$ cat config.mk
export PLATFORM = sky130hd
export DESIGN_NAME = http_request_header_parser_unit
export DESIGN_NICKNAME = d
export VERILOG_FILES = /design/src/rtl/hrhp_pkg.sv /design/src/rtl/hrhp_front.sv /design/src/rtl/hrhp_queue.sv /design/src/rtl/hrhp_back.sv /design/src/rtl/http_request_header_parser_unit.sv
export SDC_FILE = /design/constraint.sdc
export NUM_CORES = 1
export LEC_CHECK = 0
export BUFFER_PORTS_ARGS = -buffer_cell sky130_fd_sc_hd__buf_2
export CAP_MARGIN = 40
export CELL_PAD_IN_SITES_DETAIL_PLACEMENT = 1
export CELL_PAD_IN_SITES_GLOBAL_PLACEMENT = 1
export CORE_MARGIN = 2
export CORE_UTILIZATION = 25
export DETAILED_ROUTE_END_ITERATION = 7
export MAX_ROUTING_LAYER = met4
export PLACE_DENSITY = 0.54
export RECOVER_POWER = 25
export SLEW_MARGIN = 10
export SYNTH_ARGS = -nofsm -noshare
export SYNTH_HDL_FRONTEND = slang
export SYNTH_HIERARCHICAL = 1
export SYNTH_SLANG_ARGS = --single-unit
$ cat constraint.sdc
create_clock -name clk -period 5.4 [get_ports clk]
set_clock_uncertainty 0.05 [all_clocks]
set_input_delay 0.27 -clock clk [delete_from_list [all_inputs] [get_ports clk]]
set_output_delay 0.27 -clock clk [all_outputs]
set_load 0.05 [all_outputs]
$ cat src/rtl/hrhp_pkg.sv
// ----------------------------------------------------------------------------
// hrhp_pkg
// Types and constants shared by the request header parser modules.
// ----------------------------------------------------------------------------
package hrhp_pkg;

    // byte constants
    localparam logic [7:0] CH_SP    = 8'h20;
    localparam logic [7:0] CH_QMARK = 8'h3F;
    localparam logic [7:0] CH_CR    = 8'h0D;
    localparam logic [7:0] CH_LF    = 8'h0A;
    localparam logic [7:0] CH_EQ    = 8'h3D;
    localparam logic [7:0] CH_AMP   = 8'h26;
    localparam logic [7:0] CH_COLON = 8'h3A;
    localparam logic [7:0] CH_G     = 8'h47;
    localparam logic [7:0] CH_E     = 8'h45;
    localparam logic [7:0] CH_T     = 8'h54;
    localparam logic [7:0] CH_P     = 8'h50;
    localparam logic [7:0] CH_O     = 8'h4F;
    localparam logic [7:0] CH_S     = 8'h53;

    localparam logic [15:0] MIN_LEN_RESET = 16'd18;

    // queue between front and back
    localparam int QUEUE_DEPTH = 4;
    localparam int QPTR_W      = $clog2(QUEUE_DEPTH);

    // byte classes
    localparam logic [3:0] CLS_METHOD  = 4'd0;
    localparam logic [3:0] CLS_RES     = 4'd1;
    localparam logic [3:0] CLS_QKEY    = 4'd2;
    localparam logic [3:0] CLS_QVAL    = 4'd3;
    localparam logic [3:0] CLS_DELIM   = 4'd4;
    localparam logic [3:0] CLS_HKEY    = 4'd5;
    localparam logic [3:0] CLS_HVAL    = 4'd6;
    localparam logic [3:0] CLS_AFTER   = 4'd7;
    localparam logic [3:0] CLS_IGNORED = 4'd8;

    // status codes
    localparam logic [3:0] ST_NONE         = 4'd0;
    localparam logic [3:0] ST_OK           = 4'd1;
    localparam logic [3:0] ST_TOO_SHORT    = 4'd2;
    localparam logic [3:0] ST_BAD_METHOD   = 4'd3;
    localparam logic [3:0] ST_EMPTY_RES    = 4'd4;
    localparam logic [3:0] ST_BAD_QKEY     = 4'd5;
    localparam logic [3:0] ST_BAD_QVAL     = 4'd6;
    localparam logic [3:0] ST_BAD_LINE_END = 4'd7;
    localparam logic [3:0] ST_BAD_HKEY     = 4'd8;
    localparam logic [3:0] ST_EMPTY_HKEY   = 4'd9;
    localparam logic [3:0] ST_MISSING_HVAL = 4'd10;
    localparam logic [3:0] ST_TRUNCATED    = 4'd11;

    // method codes
    localparam logic [1:0] MM_NONE = 2'd0;
    localparam logic [1:0] MM_GET  = 2'd1;
    localparam logic [1:0] MM_POST = 2'd2;

    typedef enum logic [3:0] {
        PH_METHOD,
        PH_RES,
        PH_QKEY,
        PH_QVAL,
        PH_TAIL,
        PH_TAIL_CR,
        PH_HSTART,
        PH_HSTART_CR,
        PH_HKEY,
        PH_HSPACE,
        PH_HVAL,
        PH_HVAL_CR,
        PH_DONE,
        PH_ERROR
    } phase_t;

    // classified byte as it travels from front to back
    typedef struct packed {
        logic [7:0] data;
        logic       is_sp;
        logic       is_qmark;
        logic       is_cr;
        logic       is_lf;
        logic       is_eq;
        logic       is_amp;
        logic       is_colon;
        logic       is_g;
        logic       is_p;
        logic       last;
    } byte_item_t;

    // queue status seen by the front and back
    typedef struct packed {
        logic full;
        logic not_empty;
    } queue_status_t;

    // length of the method text including its space
    function automatic logic [2:0] method_len(input logic [1:0] mm);
        logic [2:0] n;
        n = (mm == MM_GET) ? 3'd4 : 3'd5;
        return n;
    endfunction

    // expected method byte at a position
    function automatic logic [7:0] method_byte(input logic [1:0] mm, input logic [2:0] idx);
        logic [7:0] ch;
        ch = CH_SP;
        if (mm == MM_GET)
        begin
            unique case (idx)
                3'd0:    ch = CH_G;
                3'd1:    ch = CH_E;
                3'd2:    ch = CH_T;
                default: ch = CH_SP;
            endcase
        end
        else
        begin
            unique case (idx)
                3'd0:    ch = CH_P;
                3'd1:    ch = CH_O;
                3'd2:    ch = CH_S;
                3'd3:    ch = CH_T;
                default: ch = CH_SP;
            endcase
        end
        return ch;
    endfunction

endpackage

$ cat src/rtl/hrhp_front.sv
// ----------------------------------------------------------------------------
// hrhp_front
// Accepts request bytes and tags each with its character class flags.
// ----------------------------------------------------------------------------
module hrhp_front
    import hrhp_pkg::*;
(
    input  logic          in_valid,
    output logic          in_ready,
    input  logic [7:0]    byte_in,
    input  logic          last_byte,
    input  queue_status_t q_status,
    output logic          push,
    output byte_item_t    item
);

    assign in_ready = !q_status.full;
    assign push     = in_valid && !q_status.full;

    always_comb
    begin
        item.data     = byte_in;
        item.is_sp    = (byte_in == CH_SP);
        item.is_qmark = (byte_in == CH_QMARK);
        item.is_cr    = (byte_in == CH_CR);
        item.is_lf    = (byte_in == CH_LF);
        item.is_eq    = (byte_in == CH_EQ);
        item.is_amp   = (byte_in == CH_AMP);
        item.is_colon = (byte_in == CH_COLON);
        item.is_g     = (byte_in == CH_G);
        item.is_p     = (byte_in == CH_P);
        item.last     = last_byte;
    end

endmodule

$ cat src/rtl/hrhp_queue.sv
// ----------------------------------------------------------------------------
// hrhp_queue
// Short first-in first-out queue of classified bytes between front and back.
// ----------------------------------------------------------------------------
module hrhp_queue
    import hrhp_pkg::*;
(
    input  logic          clk,
    input  logic          rst_n,
    input  logic          push,
    input  byte_item_t    item_in,
    input  logic          pop,
    output byte_item_t    item_out,
    output queue_status_t q_status
);

    byte_item_t         mem_reg [QUEUE_DEPTH];
    logic [QPTR_W-1:0]  wr_ptr_reg;
    logic [QPTR_W-1:0]  rd_ptr_reg;
    logic [QPTR_W:0]    cnt_reg;
    logic [QPTR_W:0]    cnt_next;

    always_ff @(posedge clk)
    begin
        if (push)
        begin
            mem_reg[wr_ptr_reg] <= item_in;
        end
    end

    always_comb
    begin
        cnt_next = cnt_reg;
        if (push && !pop)
        begin
            cnt_next = cnt_reg + 1'b1;
        end
        else if (pop && !push)
        begin
            cnt_next = cnt_reg - 1'b1;
        end
    end

    always_ff @(posedge clk or negedge rst_n)
    begin
        if (!rst_n)
        begin
            wr_ptr_reg <= '0;
            rd_ptr_reg <= '0;
            cnt_reg    <= '0;
        end
        else
        begin
            if (push)
            begin
                wr_ptr_reg <= wr_ptr_reg + 1'b1;
            end
            if (pop)
            begin
                rd_ptr_reg <= rd_ptr_reg + 1'b1;
            end
            cnt_reg <= cnt_next;
        end
    end

    assign item_out           = mem_reg[rd_ptr_reg];
    assign q_status.full      = (cnt_reg == (QPTR_W+1)'(QUEUE_DEPTH));
    assign q_status.not_empty = (cnt_reg != '0);

endmodule

$ cat src/rtl/hrhp_back.sv
// ----------------------------------------------------------------------------
// hrhp_back
// Per-byte parse state machine with a registered result stage.
// ----------------------------------------------------------------------------
module hrhp_back
    import hrhp_pkg::*;
#(
    parameter int OFFSET_BITS = 16
)
(
    input  logic          clk,
    input  logic          rst_n,
    input  queue_status_t q_status,
    input  byte_item_t    item,
    output logic          pop,
    input  logic [15:0]   min_len,
    output logic          out_valid,
    input  logic          out_ready,
    output logic [3:0]    byte_class,
    output logic          token_start,
    output logic [1:0]    method_code,
    output logic [3:0]    status,
    output logic [15:0]   header_end_offset,
    output logic          final_flag
);

    localparam int WIDE_W = OFFSET_BITS + 16;

    phase_t                 phase_reg;
    phase_t                 phase_next;
    logic [OFFSET_BITS-1:0] count_reg;
    logic [OFFSET_BITS-1:0] count_next;
    logic [1:0]             mm_reg;
    logic [1:0]             mm_next;
    logic [3:0]             err_reg;
    logic [3:0]             err_next;
    logic [OFFSET_BITS-1:0] eo_reg;
    logic [OFFSET_BITS-1:0] eo_next;
    logic                   tok_reg;
    logic                   tok_next;

    logic                   out_valid_reg;
    logic [3:0]             cls_reg;
    logic [3:0]             cls_next;
    logic                   start_reg;
    logic                   start_next;
    logic [1:0]             mcode_reg;
    logic [1:0]             mcode_next;
    logic [3:0]             status_reg;
    logic [3:0]             status_next;
    logic [15:0]            offset_reg;
    logic [15:0]            offset_next;
    logic                   final_reg;

    logic                   pos_zero;
    logic                   pos_ge_n;
    logic [2:0]             n_len;
    logic [WIDE_W-1:0]      len_wide;
    logic [WIDE_W-1:0]      min_wide;
    logic [WIDE_W-1:0]      eo_wide;

    assign pop = q_status.not_empty && (!out_valid_reg || out_ready);

    assign n_len    = method_len(mm_reg);
    assign pos_zero = (count_reg == '0);
    assign pos_ge_n = (count_reg[OFFSET_BITS-1:3] != '0) || (count_reg[2:0] >= n_len);

    // saturating byte count
    assign count_next = (&count_reg) ? count_reg : count_reg + 1'b1;

    assign len_wide = WIDE_W'(count_next);
    assign min_wide = WIDE_W'(min_len);
    assign eo_wide  = WIDE_W'(eo_next);

    // next state
    always_comb
    begin
        phase_next = phase_reg;
        mm_next    = mm_reg;
        err_next   = err_reg;
        tok_next   = tok_reg;
        eo_next    = eo_reg;
        unique case (phase_reg)
            PH_METHOD:
            begin
                if (pos_zero)
                begin
                    if (item.is_g)
                    begin
                        mm_next = MM_GET;
                    end
                    else if (item.is_p)
                    begin
                        mm_next = MM_POST;
                    end
                    else
                    begin
                        mm_next    = MM_NONE;
                        err_next   = ST_BAD_METHOD;
                        phase_next = PH_ERROR;
                    end
                end
                else if (mm_reg == MM_NONE || pos_ge_n
                         || item.data != method_byte(mm_reg, count_reg[2:0]))
                begin
                    mm_next    = MM_NONE;
                    err_next   = ST_BAD_METHOD;
                    phase_next = PH_ERROR;
                end
                else if (count_reg[2:0] == n_len - 3'd1)
                begin
                    phase_next = PH_RES;
                    tok_next   = 1'b0;
                end
            end
            PH_RES:
            begin
                if (item.is_sp || item.is_qmark)
                begin
                    if (!tok_reg)
                    begin
                        err_next   = ST_EMPTY_RES;
                        phase_next = PH_ERROR;
                    end
                    else
                    begin
                        phase_next = item.is_sp ? PH_TAIL : PH_QKEY;
                        tok_next   = 1'b0;
                    end
                end
                else
                begin
                    tok_next = 1'b1;
                end
            end
            PH_QKEY:
            begin
                if (item.is_eq)
                begin
                    phase_next = PH_QVAL;
                    tok_next   = 1'b0;
                end
                else if (item.is_cr || item.is_amp)
                begin
                    err_next   = ST_BAD_QKEY;
                    phase_next = PH_ERROR;
                end
                else
                begin
                    tok_next = 1'b1;
                end
            end
            PH_QVAL:
            begin
                if (item.is_amp)
                begin
                    phase_next = PH_QKEY;
                    tok_next   = 1'b0;
                end
                else if (item.is_sp)
                begin
                    phase_next = PH_TAIL;
                end
                else if (item.is_cr || item.is_eq)
                begin
                    err_next   = ST_BAD_QVAL;
                    phase_next = PH_ERROR;
                end
                else
                begin
                    tok_next = 1'b1;
                end
            end
            PH_TAIL:
            begin
                if (item.is_cr)
                begin
                    phase_next = PH_TAIL_CR;
                end
            end
            PH_TAIL_CR, PH_HVAL_CR:
            begin
                if (item.is_lf)
                begin
                    phase_next = PH_HSTART;
                end
                else
                begin
                    err_next   = ST_BAD_LINE_END;
                    phase_next = PH_ERROR;
                end
            end
            PH_HSTART:
            begin
                if (item.is_cr)
                begin
                    phase_next = PH_HSTART_CR;
                end
                else if (item.is_colon)
                begin
                    err_next   = ST_EMPTY_HKEY;
                    phase_next = PH_ERROR;
                end
                else
                begin
                    phase_next = PH_HKEY;
                end
            end
            PH_HSTART_CR:
            begin
                if (item.is_lf)
                begin
                    phase_next = PH_DONE;
                    eo_next    = pos_zero ? '0 : count_reg - 1'b1;
                end
                else
                begin
                    err_next   = ST_BAD_HKEY;
                    phase_next = PH_ERROR;
                end
            end
            PH_HKEY:
            begin
                if (item.is_colon)
                begin
                    phase_next = PH_HSPACE;
                end
                else if (item.is_cr)
                begin
                    err_next   = ST_BAD_HKEY;
                    phase_next = PH_ERROR;
                end
            end
            PH_HSPACE:
            begin
                if (item.is_cr)
                begin
                    phase_next = PH_HVAL_CR;
                end
                else if (!item.is_sp)
                begin
                    phase_next = PH_HVAL;
                end
            end
            PH_HVAL:
            begin
                if (item.is_cr)
                begin
                    phase_next = PH_HVAL_CR;
                end
            end
            PH_DONE, PH_ERROR:
            begin
                phase_next = phase_reg;
            end
            default:
            begin
                phase_next = PH_ERROR;
            end
        endcase
    end

    // outputs
    always_comb
    begin
        cls_next    = CLS_DELIM;
        start_next  = 1'b0;
        status_next = ST_NONE;
        offset_next = '0;
        unique case (phase_reg)
            PH_METHOD:
            begin
                cls_next   = CLS_METHOD;
                start_next = pos_zero;
            end
            PH_RES:
            begin
                if (!(item.is_sp || item.is_qmark))
                begin
                    cls_next   = CLS_RES;
                    start_next = !tok_reg;
                end
            end
            PH_QKEY:
            begin
                if (!(item.is_eq || item.is_cr || item.is_amp))
                begin
                    cls_next   = CLS_QKEY;
                    start_next = !tok_reg;
                end
            end
            PH_QVAL:
            begin
                if (!(item.is_amp || item.is_sp || item.is_cr || item.is_eq))
                begin
                    cls_next   = CLS_QVAL;
                    start_next = !tok_reg;
                end
            end
            PH_HSTART:
            begin
                if (!(item.is_cr || item.is_colon))
                begin
                    cls_next   = CLS_HKEY;
                    start_next = 1'b1;
                end
            end
            PH_HKEY:
            begin
                if (!(item.is_colon || item.is_cr))
                begin
                    cls_next = CLS_HKEY;
                end
            end
            PH_HSPACE:
            begin
                if (!(item.is_sp || item.is_cr))
                begin
                    cls_next   = CLS_HVAL;
                    start_next = 1'b1;
                end
            end
            PH_HVAL:
            begin
                if (!item.is_cr)
                begin
                    cls_next = CLS_HVAL;
                end
            end
            PH_DONE:
            begin
                cls_next = CLS_AFTER;
            end
            PH_ERROR:
            begin
                cls_next = CLS_IGNORED;
            end
            default:
            begin
                cls_next = CLS_DELIM;
            end
        endcase

        if (item.last)
        begin
            if (len_wide < min_wide)
            begin
                status_next = ST_TOO_SHORT;
            end
            else if (err_next != ST_NONE)
            begin
                status_next = err_next;
            end
            else
            begin
                unique case (phase_next)
                    PH_RES:
                    begin
                        status_next = ST_EMPTY_RES;
                    end
                    PH_QKEY:
                    begin
                        status_next = ST_BAD_QKEY;
                    end
                    PH_QVAL:
                    begin
                        status_next = ST_BAD_QVAL;
                    end
                    PH_HSTART:
                    begin
                        status_next = ST_OK;
                        offset_next = len_wide[15:0];
                    end
                    PH_HSTART_CR, PH_HKEY:
                    begin
                        status_next = ST_BAD_HKEY;
                    end
                    PH_HSPACE:
                    begin
                        status_next = ST_MISSING_HVAL;
                    end
                    PH_DONE:
                    begin
                        status_next = ST_OK;
                        offset_next = eo_wide[15:0];
                    end
                    default:
                    begin
                        status_next = ST_TRUNCATED;
                    end
                endcase
            end
        end
    end

    assign mcode_next = (phase_next != PH_METHOD) ? mm_next : MM_NONE;

    always_ff @(posedge clk or negedge rst_n)
    begin
        if (!rst_n)
        begin
            phase_reg     <= PH_METHOD;
            count_reg     <= '0;
            mm_reg        <= MM_NONE;
            err_reg       <= ST_NONE;
            eo_reg        <= '0;
            tok_reg       <= 1'b0;
            out_valid_reg <= 1'b0;
        end
        else
        begin
            if (pop)
            begin
                out_valid_reg <= 1'b1;
                if (item.last)
                begin
                    phase_reg <= PH_METHOD;
                    count_reg <= '0;
                    mm_reg    <= MM_NONE;
                    err_reg   <= ST_NONE;
                    eo_reg    <= '0;
                    tok_reg   <= 1'b0;
                end
                else
                begin
                    phase_reg <= phase_next;
                    count_reg <= count_next;
                    mm_reg    <= mm_next;
                    err_reg   <= err_next;
                    eo_reg    <= eo_next;
                    tok_reg   <= tok_next;
                end
            end
            else if (out_ready)
            begin
                out_valid_reg <= 1'b0;
            end
        end
    end

    always_ff @(posedge clk)
    begin
        if (pop)
        begin
            cls_reg    <= cls_next;
            start_reg  <= start_next;
            mcode_reg  <= mcode_next;
            status_reg <= status_next;
            offset_reg <= offset_next;
            final_reg  <= item.last;
        end
    end

    assign out_valid         = out_valid_reg;
    assign byte_class        = cls_reg;
    assign token_start       = start_reg;
    assign method_code       = mcode_reg;
    assign status            = status_reg;
    assign header_end_offset = offset_reg;
    assign final_flag        = final_reg;

endmodule

$ cat src/rtl/http_request_header_parser_unit.sv
// an accepted byte is written into the byte queue, and its result is
//   registered in the output stage when the parse engine pops it
// throughput: one byte per cycle while out_ready is high, set by the parse
//   state update; in_ready drops only when the four-entry byte queue is full
// reset: asynchronous active low, clears the parse state, the queue and the
//   output valid flag, and sets min_len_reg to 18
// ----------------------------------------------------------------------------
// http_request_header_parser_unit
// Streams request bytes through a classifier, a byte queue and a parse engine.
// ----------------------------------------------------------------------------
module http_request_header_parser_unit
    import hrhp_pkg::*;
#(
    parameter int OFFSET_BITS = 16
)
(
    input  logic        clk,
    input  logic        rst_n,
    input  logic        cfg_valid,
    output logic        cfg_ready,
    input  logic [15:0] cfg_data,
    input  logic        in_valid,
    output logic        in_ready,
    input  logic [7:0]  byte_in,
    input  logic        last_byte,
    output logic        out_valid,
    input  logic        out_ready,
    output logic [3:0]  byte_class,
    output logic        token_start,
    output logic [1:0]  method_code,
    output logic [3:0]  status,
    output logic [15:0] header_end_offset,
    output logic        final_flag
);

    logic [15:0]   min_len_reg;
    queue_status_t q_status;
    logic          push;
    logic          pop;
    byte_item_t    front_item;
    byte_item_t    back_item;

    assign cfg_ready = 1'b1;

    always_ff @(posedge clk or negedge rst_n)
    begin
        if (!rst_n)
        begin
            min_len_reg <= MIN_LEN_RESET;
        end
        else if (cfg_valid)
        begin
            min_len_reg <= cfg_data;
        end
    end

    hrhp_front u_front (
        .in_valid  (in_valid),
        .in_ready  (in_ready),
        .byte_in   (byte_in),
        .last_byte (last_byte),
        .q_status  (q_status),
        .push      (push),
        .item      (front_item)
    );

    hrhp_queue u_queue (
        .clk      (clk),
        .rst_n    (rst_n),
        .push     (push),
        .item_in  (front_item),
        .pop      (pop),
        .item_out (back_item),
        .q_status (q_status)
    );

    hrhp_back #(
        .OFFSET_BITS (OFFSET_BITS)
    ) u_back (
        .clk               (clk),
        .rst_n             (rst_n),
        .q_status          (q_status),
        .item              (back_item),
        .pop               (pop),
        .min_len           (min_len_reg),
        .out_valid         (out_valid),
        .out_ready         (out_ready),
        .byte_class        (byte_class),
        .token_start       (token_start),
        .method_code       (method_code),
        .status            (status),
        .header_end_offset (header_end_offset),
        .final_flag        (final_flag)
    );

endmodule

## Word-level counts from Yosys, hierarchy flattened

Memory sizes are Yosys's and may differ from the RTL's.
Cells that the tools add are included.

- Memories kept: 1
- Input bits: 30
- Bits in writable memories: 72
- Output and inout port bits: 31
- Register bits: 95

Memories:

| memory | depth | bits a word | rd ports | clocked after memory_dff | write ports | line | RTL |
|---|---|---|---|---|---|---|---|
| u_queue.mem_reg | 4 | 18 | 1 | 0 | 1 | hrhp_queue.sv:17 | `byte_item_t mem_reg [QUEUE_DEPTH];` |

- Reduce and logical (&&, ||, !) cells: 42
- Bitwise gates (word level): 1
- Add/sub/neg operators: 7
- Eq/ne operators: 43
- Magnitude comparators: 2
- Muxes and demuxes: 96

Operators by type and width:

| kind | number |
|---|---|
| $mux 4 | 40 |
| $mux 16 | 6 |
| $pmux 4 s12 | 1 |
| $eq 8x6->1 const B | 5 |
| $eq 4x4->1 const B | 9 |
| $pmux 4 s9 | 1 |
| $pmux 16 s2 | 1 |
| $pmux 4 s8 | 1 |
| $pmux 7 s4 | 1 |
| $eq 4x3->1 const B | 6 |
| $mux 8 | 3 |
| $pmux 4 s6 | 1 |
| $mux 1 | 22 |
| $mux 3 | 7 |
| $pmux 7 s3 | 1 |
| $mux 2 | 9 |
| $add 16x1->16 const B | 1 |
| $eq 4x2->1 const B | 4 |
| $eq 8x4->1 const B | 2 |
| $eq 8x7->1 const B | 2 |
| $logic_not 16->1 | 1 |
| $lt 16x16->1 | 1 |
| $reduce_and 16->1 | 1 |
| $sub 16x1->16 const B | 1 |
| other kinds (32) | 64 |

## Longest topological paths before layout

- Depth after elaboration: 15
- Depth in mapped cells: 20

## Cells and area by module

The synthesis kept the hierarchy.

By module, submodules not included:

| module | instances | area an instance (µm²) | cells each | seq. area each (µm²) |
|---|---|---|---|---|
| hrhp_back | 1 | 5780.5 | 667 | 1941.9 |
| hrhp_queue | 1 | 2994.1 | 128 | 2337.2 |
| http_request_header_parser_unit | 1 | 663.1 | 36 | 402.9 |
| hrhp_front | 1 | 217.7 | 30 | 0.0 |

## Worst setup path after synthesis

OpenSTA, ideal clock, no wires.

- Path type: register to register
- Start point: register u_back.count_reg[2]
- End point: register u_back.offset_reg[15], in the netlist u_back/header_end_offset[15] (data pin)
- Path buffers: 3
- Cell stages (with the launch flop): 20
- Data arrival time: 3.718 ns
- Clock period less this slack: 4.024 ns
- Setup slack: 1.376 ns
- Path through: dfrtp_1 -> buf_6 -> clkbuf_1 -> nand4_1 -> or4_1 -> nor2_1 -> nor3b_1 -> and3_2 -> and3_1 -> xor2_1 -> ha_1 -> a21o_1 -> a21o_1 -> a21oi_1 -> o221ai_1 -> a21oi_1 -> nor2_1 -> nand3_2 -> buf_6 -> nor2_1

- Word-level cells in the longest chain between the ends: 12

RTL lines:

| what | line | RTL |
|---|---|---|
| start, declared | hrhp_back.sv:31 | `logic [OFFSET_BITS-1:0] count_reg;` |
| start signal, assigned | hrhp_back.sv:427 | `count_reg <= count_next;` |
| $eq 3x2->1 (tied with other cells) | hrhp_pkg.sv:118 | `unique case (idx)` |
| $pmux 7 s4 / $pmux 7 s3 (equally long branches) | hrhp_pkg.sv:118, hrhp_pkg.sv:109 |  |
| $mux 8 | hrhp_pkg.sv:107 | `if (mm == MM_GET)` |
| $mux 8 | hrhp_back.sv:86 | `if (pos_zero)` |
| $mux 8 | hrhp_back.sv:83 | `unique case (phase_reg)` |
| $ne 8x8->1 | hrhp_back.sv:104 | `\|\| item.data != method_byte(mm_reg, count_reg[2:0]))` |
| $logic_or 1x1->1 | hrhp_back.sv:104 |  |
| $mux 4 | hrhp_back.sv:103 | `else if (mm_reg == MM_NONE \|\| pos_ge_n` |
| $mux 4 | hrhp_back.sv:86 |  |
| $pmux 4 s12 / $pmux 4 s8 (equally long branches) | hrhp_back.sv:83 |  |
| $eq 4x4->1 (tied with other cells) | hrhp_back.sv:356 | `unique case (phase_next)` |
| $pmux 16 s2 / $reduce_or 3->1 (equally long branches) | n/a |  |
| end signal, assigned | hrhp_back.sv:449 | `offset_reg <= offset_next;` |
| end, declared | hrhp_back.sv:51 | `logic [15:0] offset_reg;` |

Parallel ways exist; a longest one is shown, timed or not. The select of a mux whose other input is x is not followed.
A chain may end at the register's enable or synchronous reset.

## Final worst setup path

- Start point: register u_back.count_reg[0]
- End point: register u_back.offset_reg[5], in the netlist u_back/header_end_offset[5] (data pin)

Same word-level chain as after synthesis.

==> run metrics <==
routed wirelength normalized by instance count 18.9 µm; RSZ-0062 raised after global routing false; die area 40,200 µm²; total negative slack 0 ps; number of buffers created by CTS 17; post-synthesis sequential area ratio 48.5%; initial standard-cell utilization of the core 25.5%; leading cell type in the layout, fill and taps excluded edfxtp_1; max-cap violations 1; number of instances resized during post-cts repair 0; dpl cell area 10,400 µm²; final setup violation count 0; arrival time reported for the critical path endpoint 4890 ps; Hold Path Class in2reg; multi-input combinational cell area approximately 4300 µm²; element type at the critical path end register; destination of the worst register-to-register timing path u_back/header_end_offset[5]; Die H 201 µm; largest stage delay on the critical path 490 ps; headroom to the max-slew limit -120%; YS warnings 6; commonest non-fill, non-tap cells in the layout edfxtp_1, nand2_1, dfrtp_1; hold-critical path depth 2; max-slew violation count 56; total inserted antenna cells 0; number of rows in the core area 71; number of enable flip-flop cells after synthesis 100; violated checks max-capacitance violations, max-slew violations; source of the worst register-to-register timing path u_back/count_reg[0]; worst reg2reg path depth 16; worst setup timing slack at the placement stage 740 ps; Cell Pwr Density ~530 nW/µm²; number of nets still failing antenna checks after routing 0; VDD IR-drop max 0.263 mV; Vias 6,888; DR vias/cell 4.80; post-route core utilization 29.2%; Root Buffer clkbuf_16; Pre-antenna DRT Iters 6; setup slack on the worst flop-to-flop path 730 ps; post-CTS clock slew at the launch and capture registers of the worst setup and hold paths 70 ps; number of levels in the clock H-tree 4; share of layout cells above drive strength 1 20.4%; smallest setup slack after layout 726 ps; number of sinks handled by clock tree synthesis 167; Post-route DRC 0; worst hold path startpoint cfg_data[7]; post-synthesis instance total 861; count of endpoints failing hold in the final timing report 0; achievable frequency ~0.21 GHz; antenna violations before repair 0; post-detail-place hpwl approximately 20 mm; maximum fanout encountered on the critical timing path 16; number of top-level pins 61; primary flip-flop cell chosen by synthesis mapping edfxtp_1; status finished, violations left; type of the worst setup path reg2reg; CP startpoint kind register; wirelength, routed 27.1 mm; die width between 200 and 250 µm; First DRT Iteration DRCs between 300 and 400; data required time at the worst endpoint 5620 ps; Endpoint, Worst Hold min_len_reg[7]; CP Cell Sequence ha_1 -> nand4_1 -> or4_1 -> nor2_1 -> nor3b_1 -> and3_2 -> and3_1 -> xor2_1 -> ha_1 -> nand2_1 -> or3_1 -> o221ai_1 -> a21oi_1 -> nor2_1 -> nand3_2 -> a21oi_1; global-route wire length before repair 43.8 mm; Port Buf Inserts between 50 and 60; via count of the first global-routing pass 7,359; cell with the largest stage delay on the worst path or4_1; global-route usage over all layers 14.4%; CTS tree done; RD Place Congestion about 0.8; Seq cells post-synth ~170; Max Buffers Root-to-Sink 2; filler cell count in the final layout 4,270; Synth Net Count 919; synth-to-layout area growth 14.3%; WHS 6.60 ps; Sequential cell area roughly 4700 µm²; leakage dissipation 4.22 nW; ys async rst share 40.1%; Mapped Area ~9700 µm²; ratio of final minimum period to clock period 86.6%; global route overflow 0; actual slew at the worst max-slew pin 3300 ps; cell class contributing the biggest share of worst-path delay simple AND/OR/NAND/NOR gates; number of distinct library cells after synthesis 94; Largest register FFs 72; insertion delay of the later-clocked pin in the worst-skew pair 440 ps; final std cell area, no fill about 11,000 µm²; area inside the core boundary 37,800 µm²; average cell area after synthesis ~11 µm²; final net count 968; pin count of the biggest net entering global routing 56; sum of buffers and inverters on the critical path 0; minimum clock period after layout 4670 ps
-- through the flow --
step                cells  total power [W]
CTS                  1434          0.00593
global route         1434          0.00623
detailed placement   1388          0.00462
floorplan             861          0.00382
global placement     1381          0.00455
finish               1434          0.00585
-- kinds of logic after synthesis --
family,after synthesis,share of synthesized area (%)
AO/OA/AOI/OAI,205,15.3
XOR/XNOR,31,2.81
adder cells (fa/ha/maj),28,3.71
buffers and inverters,100,6.19
flip-flops,167,48.5
multiplexers,38,6.89
other,1,0.0388
AND/OR/NAND/NOR,291,16.5
-- where the power goes --
| group | internal, W | switching (W) |
|---|---|---|
| Clock | 0.000738 | 0.000540 |
| Combinational | 0.000962 | 0.00185 |
| Sequential | 0.00162 | 0.000140 |
| Total | 0.00332 | 0.00253 |
-- worst max path at each step --
stage	startpoint	endpoint	slack, ps	cells past startpoint
3_3_place_gp	u_back/count_reg[0]	u_back/header_end_offset[5]	900	16
6_report	u_back/count_reg[0]	u_back/header_end_offset[5]	730	16
5_1_grt	u_back/count_reg[0]	u_back/header_end_offset[5]	320	16
3_5_place_dp	u_back/count_reg[0]	u_back/header_end_offset[5]	740	16
4_1_cts	u_back/count_reg[0]	u_back/header_end_offset[5]	710	16
2_1_floorplan	u_back/count_reg[2]	u_back/header_end_offset[15]	1380	19
-- final cells by class --
class                   count  share of cell area [%]
flip-flops and latches    167                    42.4
multi-input cells         594                    39.3
well taps                 511                    5.79
repair buffers             93                    5.73
clock buffers              20                    3.96
clock inverters            12                    1.53
inverters                  37                    1.26
-- repair_timing --
action | CTS | global route
hold endpoints to repair | 81 | 0
setup buffers | 0 | 0
hold buffers | 14 | 0
-- synthesized netlist by cell type, types with 5 or more instances --
master	number	share of area (%)
a211oi_1	6	0.47
a21o_1	8	0.62
a21oi_1	34	1.8
a22o_1	20	1.8
a22oi_1	10	0.78
a22oi_2	9	1.2
a31oi_1	8	0.52
and2_1	5	0.32
buf_4	12	0.93
buf_6	11	1.3
clkbuf_1	30	1.2
clkbuf_8	6	0.86
dfrtp_1	65	17
edfxtp_1	100	31
ha_1	27	3.5
inv_1	35	1.4
mux2_2	8	0.93
mux2_4	10	1.6
mux4_2	18	4.2
nand2_1	74	2.9
nand2b_1	14	0.91
nand3_1	24	1.2
nand4_1	9	0.58
nor2_1	59	2.3
nor2_2	9	0.58
nor2b_1	13	0.84
nor3_1	14	0.73
nor3b_1	6	0.47
nor4_1	6	0.39
o21ai_0	53	2.7
o21bai_1	5	0.39
o22ai_1	6	0.39
o31ai_1	10	0.78
or2_2	5	0.32
or3_1	10	0.65
or4_1	5	0.39
xnor2_1	15	1.4
xor2_1	16	1.5
-- routing by layer --
metal	vias to the layer above	wire, µm	global-route usage (%)
met5	-	0	-
met4	0	306	3.70
met3	19	872	2.78
met2	104	12700	22.4
met1	3485	13300	19.3
li1	3280	-	-
(Power assumes the default switching activity.)
